$ cat src/sv/pcrel_pkg.sv
// ----------------------------------------------------------------------------
// pcrel_pkg
// Shared types, encodings and the instruction classifier of the AArch64
// prologue relocator.
// ----------------------------------------------------------------------------
`default_nettype none

package pcrel_pkg;

  localparam int unsigned MAX_PROLOGUE_BYTES = 200;
  localparam logic [7:0]  MIN_PATCH_RESET    = 8'd20;
  localparam logic [7:0]  WORD_BYTES         = 8'd4;

  // Instruction encodings and masks.
  localparam logic [31:0] NOP_WORD      = 32'hD503201F;
  localparam logic [31:0] ADR_KEEP_MASK = 32'h9F00001F;
  localparam logic [31:0] CB_TB_MASK    = 32'h7E000000;
  localparam logic [31:0] CB_PATTERN    = 32'h34000000;
  localparam logic [31:0] TB_PATTERN    = 32'h36000000;
  localparam logic [31:0] OP26_MASK     = 32'hFC000000;
  localparam logic [31:0] B_PATTERN     = 32'h14000000;
  localparam logic [31:0] BL_PATTERN    = 32'h94000000;
  localparam logic [31:0] BRANCH_REG    = 32'hD4000000;
  localparam logic [31:0] BR_REG_MASK   = 32'hFFFFFC1F;
  localparam logic [31:0] RET_PATTERN   = 32'hD65F0000;
  localparam logic [31:0] BR_PATTERN    = 32'hD61F0000;
  localparam logic [31:0] BLR_PATTERN   = 32'hD63F0000;
  localparam logic [31:0] ADR_MASK      = 32'h9F000000;
  localparam logic [31:0] ADR_PATTERN   = 32'h10000000;
  localparam logic [31:0] ADRP_PATTERN  = 32'h90000000;
  localparam logic [31:0] LDR_MASK      = 32'hFF000000;
  localparam logic [31:0] LDR_PATTERN   = 32'h58000000;
  localparam logic [31:0] MOVW_MASK     = 32'hFF800000;
  localparam logic [31:0] MOVZ_PATTERN  = 32'hD2800000;
  localparam logic [31:0] MOVK_PATTERN  = 32'hF2800000;
  localparam logic [4:0]  SCRATCH_REG   = 5'd16;

  // Step of the jump-back tail that carries the BR word.
  localparam logic [2:0]  TAIL_LAST_STEP = 3'd4;

  // Configuration register indexes.
  localparam logic [1:0] CFG_SOURCE_BASE     = 2'd0;
  localparam logic [1:0] CFG_TRAMPOLINE_BASE = 2'd1;
  localparam logic [1:0] CFG_MIN_PATCH_BYTES = 2'd2;

  typedef enum logic [3:0] {
    KIND_OTHER = 4'd0,
    KIND_NOP   = 4'd1,
    KIND_CBZ   = 4'd2,
    KIND_CBNZ  = 4'd3,
    KIND_TBZ   = 4'd4,
    KIND_TBNZ  = 4'd5,
    KIND_B     = 4'd6,
    KIND_BL    = 4'd7,
    KIND_BR    = 4'd8,
    KIND_BLR   = 4'd9,
    KIND_RET   = 4'd10,
    KIND_ADR   = 4'd11,
    KIND_ADRP  = 4'd12,
    KIND_LDR   = 4'd13,
    KIND_MOVZ  = 4'd14,
    KIND_MOVK  = 4'd15
  } kind_t;

  localparam logic [1:0] STATUS_OK    = 2'd0;
  localparam logic [1:0] STATUS_FAIL  = 2'd1;
  localparam logic [1:0] STATUS_BOUND = 2'd2;

  typedef struct packed {
    logic [31:0] instr_word;
    logic        first;
  } item_t;

  typedef struct packed {
    logic [31:0] out_word;
    logic [7:0]  out_offset;
    logic [3:0]  kind_code;
    logic [1:0]  status;
    logic        is_tail;
    logic        last;
  } result_t;

  // Outcome of rewriting one word.
  typedef struct packed {
    logic [31:0] word;
    kind_t       kind;
    logic        fail;
  } rewrite_t;

  // Request from the item logic to the output stage.
  typedef struct packed {
    logic        load;
    result_t     res;
    logic        tail_start;
    logic [63:0] tail_target;
    logic [7:0]  tail_offset;
  } emit_req_t;

  function automatic kind_t classify(input logic [31:0] w);
    kind_t k;
    logic [31:0] m;
    k = KIND_OTHER;
    m = w & BR_REG_MASK;
    if (w == NOP_WORD) begin
      k = KIND_NOP;
    end else if ((w & CB_TB_MASK) == CB_PATTERN) begin
      k = w[24] ? KIND_CBNZ : KIND_CBZ;
    end else if ((w & CB_TB_MASK) == TB_PATTERN) begin
      k = w[24] ? KIND_TBNZ : KIND_TBZ;
    end else if ((w & OP26_MASK) == B_PATTERN) begin
      k = KIND_B;
    end else if ((w & OP26_MASK) == BL_PATTERN) begin
      k = KIND_BL;
    end else if ((w & OP26_MASK) == BRANCH_REG) begin
      if (m == RET_PATTERN) begin
        k = KIND_RET;
      end else if (m == BR_PATTERN) begin
        k = KIND_BR;
      end else if (m == BLR_PATTERN) begin
        k = KIND_BLR;
      end else begin
        k = KIND_OTHER;
      end
    end else if ((w & ADR_MASK) == ADR_PATTERN) begin
      k = KIND_ADR;
    end else if ((w & ADR_MASK) == ADRP_PATTERN) begin
      k = KIND_ADRP;
    end else if ((w & LDR_MASK) == LDR_PATTERN) begin
      k = KIND_LDR;
    end else if ((w & MOVW_MASK) == MOVZ_PATTERN) begin
      k = KIND_MOVZ;
    end else if ((w & MOVW_MASK) == MOVK_PATTERN) begin
      k = KIND_MOVK;
    end
    return k;
  endfunction

endpackage

`default_nettype wire

$ cat src/sv/pcrel_rewrite.sv
// ----------------------------------------------------------------------------
// pcrel_rewrite
// Classifies one instruction word and re-encodes its PC-relative immediate
// for the trampoline address, flagging branches that cannot be moved.
// ----------------------------------------------------------------------------
`default_nettype none

module pcrel_rewrite (
  input  wire logic [31:0]         word,
  input  wire logic [7:0]          offset,
  input  wire logic [63:0]         delta,
  input  wire logic [63:0]         source_base,
  input  wire logic [63:0]         trampoline_base,
  output pcrel_pkg::rewrite_t      rewrite
);

  pcrel_pkg::kind_t kind;
  logic [20:0] imm21;
  logic [32:0] src_here;
  logic [32:0] tramp_here;
  logic [20:0] adr_diff;
  logic [20:0] adrp_diff;
  logic [20:0] page_diff;
  logic        is_tb;
  logic [63:0] imm_ext;
  logic [63:0] diff;
  logic        in_range;
  logic [31:0] adr_word;
  logic [31:0] cb_word;
  logic [31:0] tb_word;

  assign kind = pcrel_pkg::classify(word);
  assign imm21 = {word[23:5], word[30:29]};

  // The source and trampoline share the offset, so ADR only needs the
  // precomputed base difference; ADRP works on page numbers.
  assign src_here   = source_base[32:0] + {25'd0, offset};
  assign tramp_here = trampoline_base[32:0] + {25'd0, offset};
  assign adr_diff   = delta[20:0] + imm21;
  assign adrp_diff  = src_here[32:12] - tramp_here[32:12] + imm21;
  assign page_diff  = (kind == pcrel_pkg::KIND_ADRP) ? adrp_diff : adr_diff;
  assign adr_word   = (word & pcrel_pkg::ADR_KEEP_MASK)
                    | {1'b0, page_diff[1:0], 5'd0, page_diff[20:2], 5'd0};

  assign is_tb   = (kind == pcrel_pkg::KIND_TBZ) || (kind == pcrel_pkg::KIND_TBNZ);
  assign imm_ext = is_tb ? {{48{word[18]}}, word[18:5], 2'b00}
                         : {{43{word[23]}}, word[23:5], 2'b00};
  assign diff    = delta + imm_ext;

  // The byte offset must be a whole word and its top bits a pure sign
  // extension of the field.
  always_comb begin
    if (is_tb) begin
      in_range = (&diff[63:15]) || !(|diff[63:15]);
    end else begin
      in_range = (&diff[63:20]) || !(|diff[63:20]);
    end
    in_range = in_range && (diff[1:0] == 2'b00);
  end

  assign cb_word = {word[31:24], diff[20:2], word[4:0]};
  assign tb_word = {word[31:19], diff[15:2], word[4:0]};

  always_comb begin
    rewrite.kind = kind;
    rewrite.word = word;
    rewrite.fail = 1'b0;
    case (kind)
      pcrel_pkg::KIND_ADR, pcrel_pkg::KIND_ADRP: begin
        rewrite.word = adr_word;
      end
      pcrel_pkg::KIND_LDR, pcrel_pkg::KIND_CBZ, pcrel_pkg::KIND_CBNZ: begin
        rewrite.word = cb_word;
        rewrite.fail = !in_range;
      end
      pcrel_pkg::KIND_TBZ, pcrel_pkg::KIND_TBNZ: begin
        rewrite.word = tb_word;
        rewrite.fail = !in_range;
      end
      pcrel_pkg::KIND_B, pcrel_pkg::KIND_BL: begin
        rewrite.fail = 1'b1;
      end
      default: begin
        rewrite.word = word;
      end
    endcase
  end

endmodule

`default_nettype wire

$ cat src/sv/pcrel_emit.sv
// ----------------------------------------------------------------------------
// pcrel_emit
// Result register and jump-back generator: holds one result word for the
// receiver and plays out the five-word MOVZ/MOVK/BR tail.
// ----------------------------------------------------------------------------
`default_nettype none

module pcrel_emit (
  input  wire logic                  clk,
  input  wire logic                  rst,
  input  wire pcrel_pkg::emit_req_t  req,
  output logic                       free,
  output logic                       busy,
  output pcrel_pkg::result_t         result,
  output logic                       result_valid,
  input  wire logic                  result_ready
);

  logic [2:0]  tail_step;
  logic [63:0] tail_target;
  logic [7:0]  tail_offset;
  logic [15:0] part;
  logic        tail_is_movz;
  logic        tail_is_br;
  pcrel_pkg::result_t tail_res;

  assign free = !result_valid || result_ready;

  always_comb begin
    case (tail_step[1:0])
      2'd0:    part = tail_target[15:0];
      2'd1:    part = tail_target[31:16];
      2'd2:    part = tail_target[47:32];
      default: part = tail_target[63:48];
    endcase
  end

  assign tail_is_movz = (tail_step == 3'd0);
  assign tail_is_br   = (tail_step == pcrel_pkg::TAIL_LAST_STEP);

  always_comb begin
    tail_res.out_offset = tail_offset + {3'd0, tail_step, 2'b00};
    tail_res.status     = pcrel_pkg::STATUS_OK;
    tail_res.is_tail    = 1'b1;
    tail_res.last       = tail_is_br;
    if (tail_is_br) begin
      tail_res.out_word  = pcrel_pkg::BR_PATTERN | {22'd0, pcrel_pkg::SCRATCH_REG, 5'd0};
      tail_res.kind_code = pcrel_pkg::KIND_BR;
    end else if (tail_is_movz) begin
      tail_res.out_word  = pcrel_pkg::MOVZ_PATTERN
                         | {11'd0, part, pcrel_pkg::SCRATCH_REG};
      tail_res.kind_code = pcrel_pkg::KIND_MOVZ;
    end else begin
      tail_res.out_word  = pcrel_pkg::MOVK_PATTERN
                         | {9'd0, tail_step[1:0], part, pcrel_pkg::SCRATCH_REG};
      tail_res.kind_code = pcrel_pkg::KIND_MOVK;
    end
  end

  always_ff @(posedge clk) begin
    if (rst) begin
      result_valid <= 1'b0;
      busy         <= 1'b0;
      tail_step    <= 3'd0;
    end else begin
      if (free) begin
        if (busy) begin
          result       <= tail_res;
          result_valid <= 1'b1;
          tail_step    <= tail_step + 3'd1;
          if (tail_is_br) begin
            busy <= 1'b0;
          end
        end else if (req.load) begin
          result       <= req.res;
          result_valid <= 1'b1;
        end else begin
          result_valid <= 1'b0;
        end
      end
      // A new tail only starts together with the word that precedes it.
      if (req.tail_start) begin
        busy        <= 1'b1;
        tail_step   <= 3'd0;
        tail_target <= req.tail_target;
        tail_offset <= req.tail_offset;
      end
    end
  end

endmodule

`default_nettype wire

$ cat src/sv/arm64_pc_relative_relocator_unit.sv
// ----------------------------------------------------------------------------
// arm64_pc_relative_relocator_unit
// Relocates AArch64 prologue words from a source address to a trampoline and
// appends a jump back to the source once enough bytes have been moved.
// ----------------------------------------------------------------------------
// Usage: write source_base, trampoline_base and min_patch_bytes through the
// cfg port while the unit is idle, then stream instruction words on the item
// channel, the first of a run with first set. Each accepted word appears on
// the result channel in the next cycle, rewritten for the trampoline, unless
// the run has already ended, in which case it is consumed without a result.
// When the byte offset reaches min_patch_bytes the word is followed by five
// tail words (MOVZ, three MOVK and BR x16); item_ready stays low while the
// tail generator owns the result register.
// An unmovable branch or an out-of-range offset gives one error word with
// last set and ends the run until the next word with first set.
// Throughput is one word per cycle outside the tail, bounded by the single
// result register: a stalled receiver holds the result and drops item_ready.
// Reset clears the run state and valid flags and loads min_patch_bytes = 20.
// ----------------------------------------------------------------------------
`default_nettype none

module arm64_pc_relative_relocator_unit (
  input  wire logic               clk,
  input  wire logic               rst,
  input  wire logic               cfg_we,
  input  wire logic [1:0]         cfg_index,
  input  wire logic [63:0]        cfg_data,
  input  wire logic               item_valid,
  output logic                    item_ready,
  input  wire pcrel_pkg::item_t   item,
  output logic                    result_valid,
  input  wire logic               result_ready,
  output pcrel_pkg::result_t      result
);

  logic [63:0] source_base;
  logic [63:0] trampoline_base;
  logic [63:0] delta;
  logic [7:0]  min_patch_bytes;
  logic [7:0]  byte_offset;
  logic        halted;

  logic        accept;
  logic [7:0]  cur_offset;
  logic        cur_halted;
  logic [7:0]  next_offset;
  logic        over_bound;
  logic        error;
  logic        tail;
  logic        emit_free;
  logic        emit_busy;
  pcrel_pkg::rewrite_t   rewrite;
  pcrel_pkg::emit_req_t  req;

  // Configuration; the base difference is kept ready for the rewrite path.
  always_ff @(posedge clk) begin
    if (rst) begin
      source_base     <= 64'd0;
      trampoline_base <= 64'd0;
      delta           <= 64'd0;
      min_patch_bytes <= pcrel_pkg::MIN_PATCH_RESET;
    end else if (cfg_we) begin
      case (cfg_index)
        pcrel_pkg::CFG_SOURCE_BASE: begin
          source_base <= cfg_data;
          delta       <= cfg_data - trampoline_base;
        end
        pcrel_pkg::CFG_TRAMPOLINE_BASE: begin
          trampoline_base <= cfg_data;
          delta           <= source_base - cfg_data;
        end
        pcrel_pkg::CFG_MIN_PATCH_BYTES: begin
          min_patch_bytes <= cfg_data[7:0];
        end
        default: begin
          min_patch_bytes <= min_patch_bytes;
        end
      endcase
    end
  end

  assign item_ready = !emit_busy && emit_free;
  assign accept     = item_valid && item_ready;
  assign cur_offset = item.first ? 8'd0 : byte_offset;
  assign cur_halted = item.first ? 1'b0 : halted;

  pcrel_rewrite u_rewrite (
    .word            (item.instr_word),
    .offset          (cur_offset),
    .delta           (delta),
    .source_base     (source_base),
    .trampoline_base (trampoline_base),
    .rewrite         (rewrite)
  );

  assign over_bound  = ({1'b0, cur_offset} + {1'b0, pcrel_pkg::WORD_BYTES})
                       > 9'(pcrel_pkg::MAX_PROLOGUE_BYTES);
  assign error       = over_bound || rewrite.fail;
  assign next_offset = cur_offset + pcrel_pkg::WORD_BYTES;
  assign tail        = !error && (next_offset >= min_patch_bytes);

  always_comb begin
    req.load              = accept && !cur_halted;
    req.tail_start        = accept && !cur_halted && tail;
    req.tail_target       = source_base + {56'd0, next_offset};
    req.tail_offset       = next_offset;
    req.res.out_offset    = cur_offset;
    req.res.kind_code     = rewrite.kind;
    req.res.is_tail       = 1'b0;
    if (error) begin
      req.res.out_word = 32'd0;
      req.res.status   = over_bound ? pcrel_pkg::STATUS_BOUND : pcrel_pkg::STATUS_FAIL;
      req.res.last     = 1'b1;
    end else begin
      req.res.out_word = rewrite.word;
      req.res.status   = pcrel_pkg::STATUS_OK;
      req.res.last     = 1'b0;
    end
  end

  always_ff @(posedge clk) begin
    if (rst) begin
      byte_offset <= 8'd0;
      halted      <= 1'b0;
    end else if (accept) begin
      if (cur_halted) begin
        byte_offset <= cur_offset;
        halted      <= cur_halted;
      end else if (error) begin
        byte_offset <= cur_offset;
        halted      <= 1'b1;
      end else begin
        byte_offset <= next_offset;
        halted      <= tail;
      end
    end
  end

  pcrel_emit u_emit (
    .clk          (clk),
    .rst          (rst),
    .req          (req),
    .free         (emit_free),
    .busy         (emit_busy),
    .result       (result),
    .result_valid (result_valid),
    .result_ready (result_ready)
  );

endmodule

`default_nettype wire
$ cat config.mk
export PLATFORM = sky130hd
export DESIGN_NAME = arm64_pc_relative_relocator_unit
export DESIGN_NICKNAME = d
export VERILOG_FILES = /design/src/sv/pcrel_pkg.sv /design/src/sv/pcrel_rewrite.sv /design/src/sv/pcrel_emit.sv /design/src/sv/arm64_pc_relative_relocator_unit.sv
export SDC_FILE = /design/constraint.sdc
export NUM_CORES = 1
export LEC_CHECK = 0
export ABC_CLOCK_PERIOD_IN_PS = 20200
export BUFFER_PORTS_ARGS = -buffer_cell sky130_fd_sc_hd__buf_4
export CORE_ASPECT_RATIO = 1.4
export CORE_MARGIN = 4
export CORE_UTILIZATION = 50
export CTS_CLUSTER_SIZE = 14
export DETAILED_ROUTE_END_ITERATION = 10
export PLACE_DENSITY = 0.64
export SYNTH_ARGS = -nofsm -noshare
export SYNTH_HDL_FRONTEND = slang
export SYNTH_SLANG_ARGS = --single-unit
$ cat constraint.sdc
create_clock -name clk -period 20.2 [get_ports clk]
set_clock_uncertainty 0.1 [all_clocks]
set_input_delay 3.03 -clock clk [delete_from_list [all_inputs] [get_ports clk]]
set_output_delay 3.03 -clock clk [all_outputs]
set_load 0.03 [all_outputs]
==> implementation parameters <==
Parameter                              Value

Setup path
  R2R depth    29
  Required time at the endpoint of the critical path    between 20 and 25 ns
  Launch point of the worst reg-to-reg path    byte_offset[1]
  Critical Path Source Type    primary input
  Crit path max fanout    between 70 and 80
  CP arrival    11.31 ns
  Kind of end point of the critical path    register
  Reg-to-reg endpoint    u_emit.result[36]
  Setup CP Type    in -> reg
  Internal reg-to-reg setup slack    13.01 ns

Place
  Placed cell count    4544
  Placed wire-length estimate    86.1 mm
  Number of I/O port buffers    153
  Placer congestion estimate    1.01

STA
  Max_slew headroom    23.9%
  Final count of pins violating max slew    0
  Setup-violating endpoint count in the final report    0
  Worst-margin pin slew    1.13 ns
  Fmax achieved    0.0892 GHz
  Clock period minus final worst setup slack    about 11 ns
  Ratio of final minimum period to clock period    55.5%
  Number of hold violations in the final report    0
  Total Negative Setup Slacks    0 ns
  Unrepaired setup endpoints after global routing    no

Detailed routing
  Vias    28500
  DRT antenna net count    0
  Final wirelength    about 110 mm
  Detailed-route vias per instance    6.17
  DRC violations left    0
  DR WL/cell    about 23 um
  Initial DRC Count    2412
  DRT Pass-1 Iters    5

Global route
  Largest net degree at the start of global routing    74
  Initial antenna violation count    4
  Via count of the first global-routing pass    26900
  Combined global-route utilization of all metal layers    33.5%
  Overall overflow remaining after global route    0
  Global-route wire length before repair    between 150 and 200 mm

Die
  Starting density of the core    50.7%
  Std-Cell Core Area    57800 um2
  Die outline height    between 200 and 300 um
  Horizontal die dimension    213 um
  Num ports    154
  Die area    around 63000 um2
  Floorplan row count    ~100

Synthesis
  Flip-flop cell with the highest count after synthesis    sky130_fd_sc_hd__dfxtp_1
  Async SR Flop Fraction    0%
  Area fraction of the dominant cell type after synthesis    between 10% and 20%
  Cell count after synthesis    3795
  Largest cells by area after synthesis    sky130_fd_sc_hd__dfxtp_1 (15%), sky130_fd_sc_hd__edfxtp_1 (12%), sky130_fd_sc_hd__ha_1 (11%)
  Total number of yosys warnings    0
  Synth cell types    95
  Flip-flop and latch count after synthesis    334
  Post-Synthesis Mean Instance Area    7.72 um2
  Net count of the mapped netlist    4177
  Cell Area, Synth    29300 um2
  Number of flops mapped to enable cells by yosys    between 100 and 150
  Cell type contributing the most total cell area after synthesis    sky130_fd_sc_hd__dfxtp_1
  Sequential area share after synthesis    a little over a quarter

Clock network
  Cells resized by post-CTS repair    0
  TritonCTS clock tree    yes
  Number of buffers added for setup after CTS    0
  Clock network latency to the later pin of the worst-skew pair    0.58 ns
  Maximum clock insertion buffer count    3
  CTS Root Cell    sky130_fd_sc_hd__clkbuf_16
  Clock-pin slew on the worst setup and hold paths    approximately 0.060 ns
  CTS Buf Count    38
  Number of clock sinks    334
  Level count of the clock H-tree    2
  Hold Buf Count CTS    0

Layout
  Utilization after layout    55.9%
  Filler cell count in the final layout    5668
  Layout overhead on the synthesized area    10.3%
  Final std cells w/o fill    4615
  Share of layout cells above drive strength 1    7.64%
  NumNets Final    4224

Run status
  Result of the run    finished, final reports clean

Hold path
  Hold WC Path Type    reg -> reg
  Instance count along the most critical hold path    2
  Endpoint with the worst hold slack    trampoline_base[33]
  Hold path startpoint    trampoline_base[33]

Power
  Power density over the cells    between 60 and 70 nW/um2
  Pleak    roughly 13 nW
  Peak supply drop    0.0941 mV

Job
  Number of max-capacitance violations reported    0
state kept, by name, indices dropped and copies added (netlist names):
register             cells
byte_offset              8
delta                   64
u_emit.tail_target      64
halted                   1
source_base             64
min_patch_bytes          8
u_emit.tail_offset       8
u_emit.result_valid      1
u_emit.busy              1
u_emit.tail_step         3
u_emit.result           48
trampoline_base         64
cell type report:
| type | instances | area, um2 | area share (%) |
|---|---|---|---|
| diodes | 1 | 2.50 | 0.00774 |
| clock buffers | 49 | 1020 | 3.16 |
| clock inverters | 21 | 310 | 0.960 |
| inverters | 227 | 852 | 2.64 |
| multi-input cells | 3061 | 20000 | 61.8 |
| flip-flops and latches | 334 | 7890 | 24.4 |
| well taps | 742 | 928 | 2.87 |
| repair buffers | 180 | 1360 | 4.19 |
critical path: stages:
cell and delay [ns]:
sky130_fd_sc_hd__buf_4 0.16, sky130_fd_sc_hd__nor4_1 0.52, sky130_fd_sc_hd__nand3b_1 0.69, sky130_fd_sc_hd__and3_1 0.46, sky130_fd_sc_hd__nand4_2 0.25, sky130_fd_sc_hd__mux2i_1 0.33
sky130_fd_sc_hd__inv_1 0.07, sky130_fd_sc_hd__buf_4 0.28, sky130_fd_sc_hd__ha_1 0.58, sky130_fd_sc_hd__a21oi_1 0.16, sky130_fd_sc_hd__o21ai_1 0.31, sky130_fd_sc_hd__nor2b_1 0.16
sky130_fd_sc_hd__nand3b_1 0.13, sky130_fd_sc_hd__a31oi_2 0.11, sky130_fd_sc_hd__o41ai_1 0.82, sky130_fd_sc_hd__xor2_1 0.22, sky130_fd_sc_hd__nor4_1 0.39, sky130_fd_sc_hd__and4_1 0.23
sky130_fd_sc_hd__nand4_1 0.09, sky130_fd_sc_hd__nor4_1 0.69, sky130_fd_sc_hd__o31a_4 0.46, sky130_fd_sc_hd__nand3_2 0.20, sky130_fd_sc_hd__nor2_4 0.11, sky130_fd_sc_hd__buf_4 0.70
cells in the final DEF (no fill, tap or decap), types with 26 or more instances in the layout:
cell type,count
sky130_fd_sc_hd__and2_1,26
sky130_fd_sc_hd__buf_4,179
sky130_fd_sc_hd__dfxtp_1,213
sky130_fd_sc_hd__and3_1,46
sky130_fd_sc_hd__inv_1,226
sky130_fd_sc_hd__o21bai_1,29
sky130_fd_sc_hd__nand4_1,55
sky130_fd_sc_hd__nor2_1,250
sky130_fd_sc_hd__edfxtp_1,120
sky130_fd_sc_hd__a21o_1,122
sky130_fd_sc_hd__xor2_1,90
sky130_fd_sc_hd__nand3_1,85
sky130_fd_sc_hd__nor2b_1,41
sky130_fd_sc_hd__nand2_1,533
sky130_fd_sc_hd__o21ai_0,205
sky130_fd_sc_hd__nor3_1,71
sky130_fd_sc_hd__a31oi_1,35
sky130_fd_sc_hd__clkbuf_16,38
sky130_fd_sc_hd__xnor2_1,193
sky130_fd_sc_hd__o211ai_1,27
sky130_fd_sc_hd__a21oi_1,463
sky130_fd_sc_hd__o21a_1,38
sky130_fd_sc_hd__ha_1,252
sky130_fd_sc_hd__a211oi_1,49
sky130_fd_sc_hd__nand2b_1,45
sky130_fd_sc_hd__fa_1,26
how the worst max path moves through the flow:
stage | startpoint | end | slack (ns) | depth (start not counted)
after floorplan | item[29] | u_emit.tail_offset[0] | 7.97 | 23
after global placement | item[26] | u_emit.tail_target[55] | 8.74 | 24
after detailed placement | item[26] | u_emit.tail_target[55] | 8.55 | 24
after CTS | item[26] | u_emit.tail_target[47] | 9.13 | 24
after global routing | item[26] | u_emit.tail_target[52] | 8.42 | 24
final | item[26] | u_emit.tail_offset[1] | 8.99 | 24
routing by layer:
layer,GRT usage (%),vias up,wire length [um]
met5,0,-,7
met4,20.9,2,8370
met3,3.77,276,5800
met2,55.8,1003,50100
met1,41.4,13400,43900
li1,-,13800,-
synth_stat cells, drive strengths merged, types with 8 or more instances:
master    n
nor2b    43
dfxtp   214
nand2b   48
a222oi   20
o21ai   214
buf      26
a221oi   20
a31oi    36
nor4     29
a21o    122
nor2    253
ha      252
o31ai    17
xnor2   193
clkbuf  147
a311oi   16
o21bai   29
a21boi    9
fa       26
o311ai    8
and3     46
a211o     8
nand4    56
nor3     74
edfxtp  120
mux2i    18
nand2   535
o21a     38
and4      8
o22ai    25
a22oi     8
o211ai   27
nand3    86
a211oi   51
xor2     90
or2       9
inv     226
nand3b   15
a21oi   465
or3      25
and2     27
nor3b    11
kinds of logic after synthesis:
group                      share of synthesized area [%]
AOI/OAI and AO/OA                                   25.4
xor gates and xnor gates                            8.46
adders and majority gates                           12.5
buffers and inverters                               5.25
DFF                                                 26.9
muxes                                              0.692
and+or+nand+nor                                     20.8
metrics by stage:
stage | setup slack, ns | cell area [um2] | hold slack (ns) | power [mW]
2_1_floorplan | 7.97 | 29300 | 0.331 | 1.19
3_3_place_gp | 8.74 | 31000 | 0.341 | 1.39
3_5_place_dp | 8.55 | 31000 | 0.347 | 1.39
4_1_cts | 9.13 | 32300 | 0.355 | 2.15
5_1_grt | 8.42 | 32300 | 0.371 | 2.24
6_report | 8.99 | 32300 | 0.353 | 2.15
power breakdown:
part | total, mW | internal, mW | leakage (nW) | switching (mW)
Combinational | 0.637 | 0.232 | 9.72 | 0.405
Sequential | 0.754 | 0.726 | 2.82 | 0.0276
Clock | 0.756 | 0.440 | 0.647 | 0.316
Total | 2.15 | 1.40 | 13.2 | 0.748
Note: power is estimated with default switching activity, not from simulation.
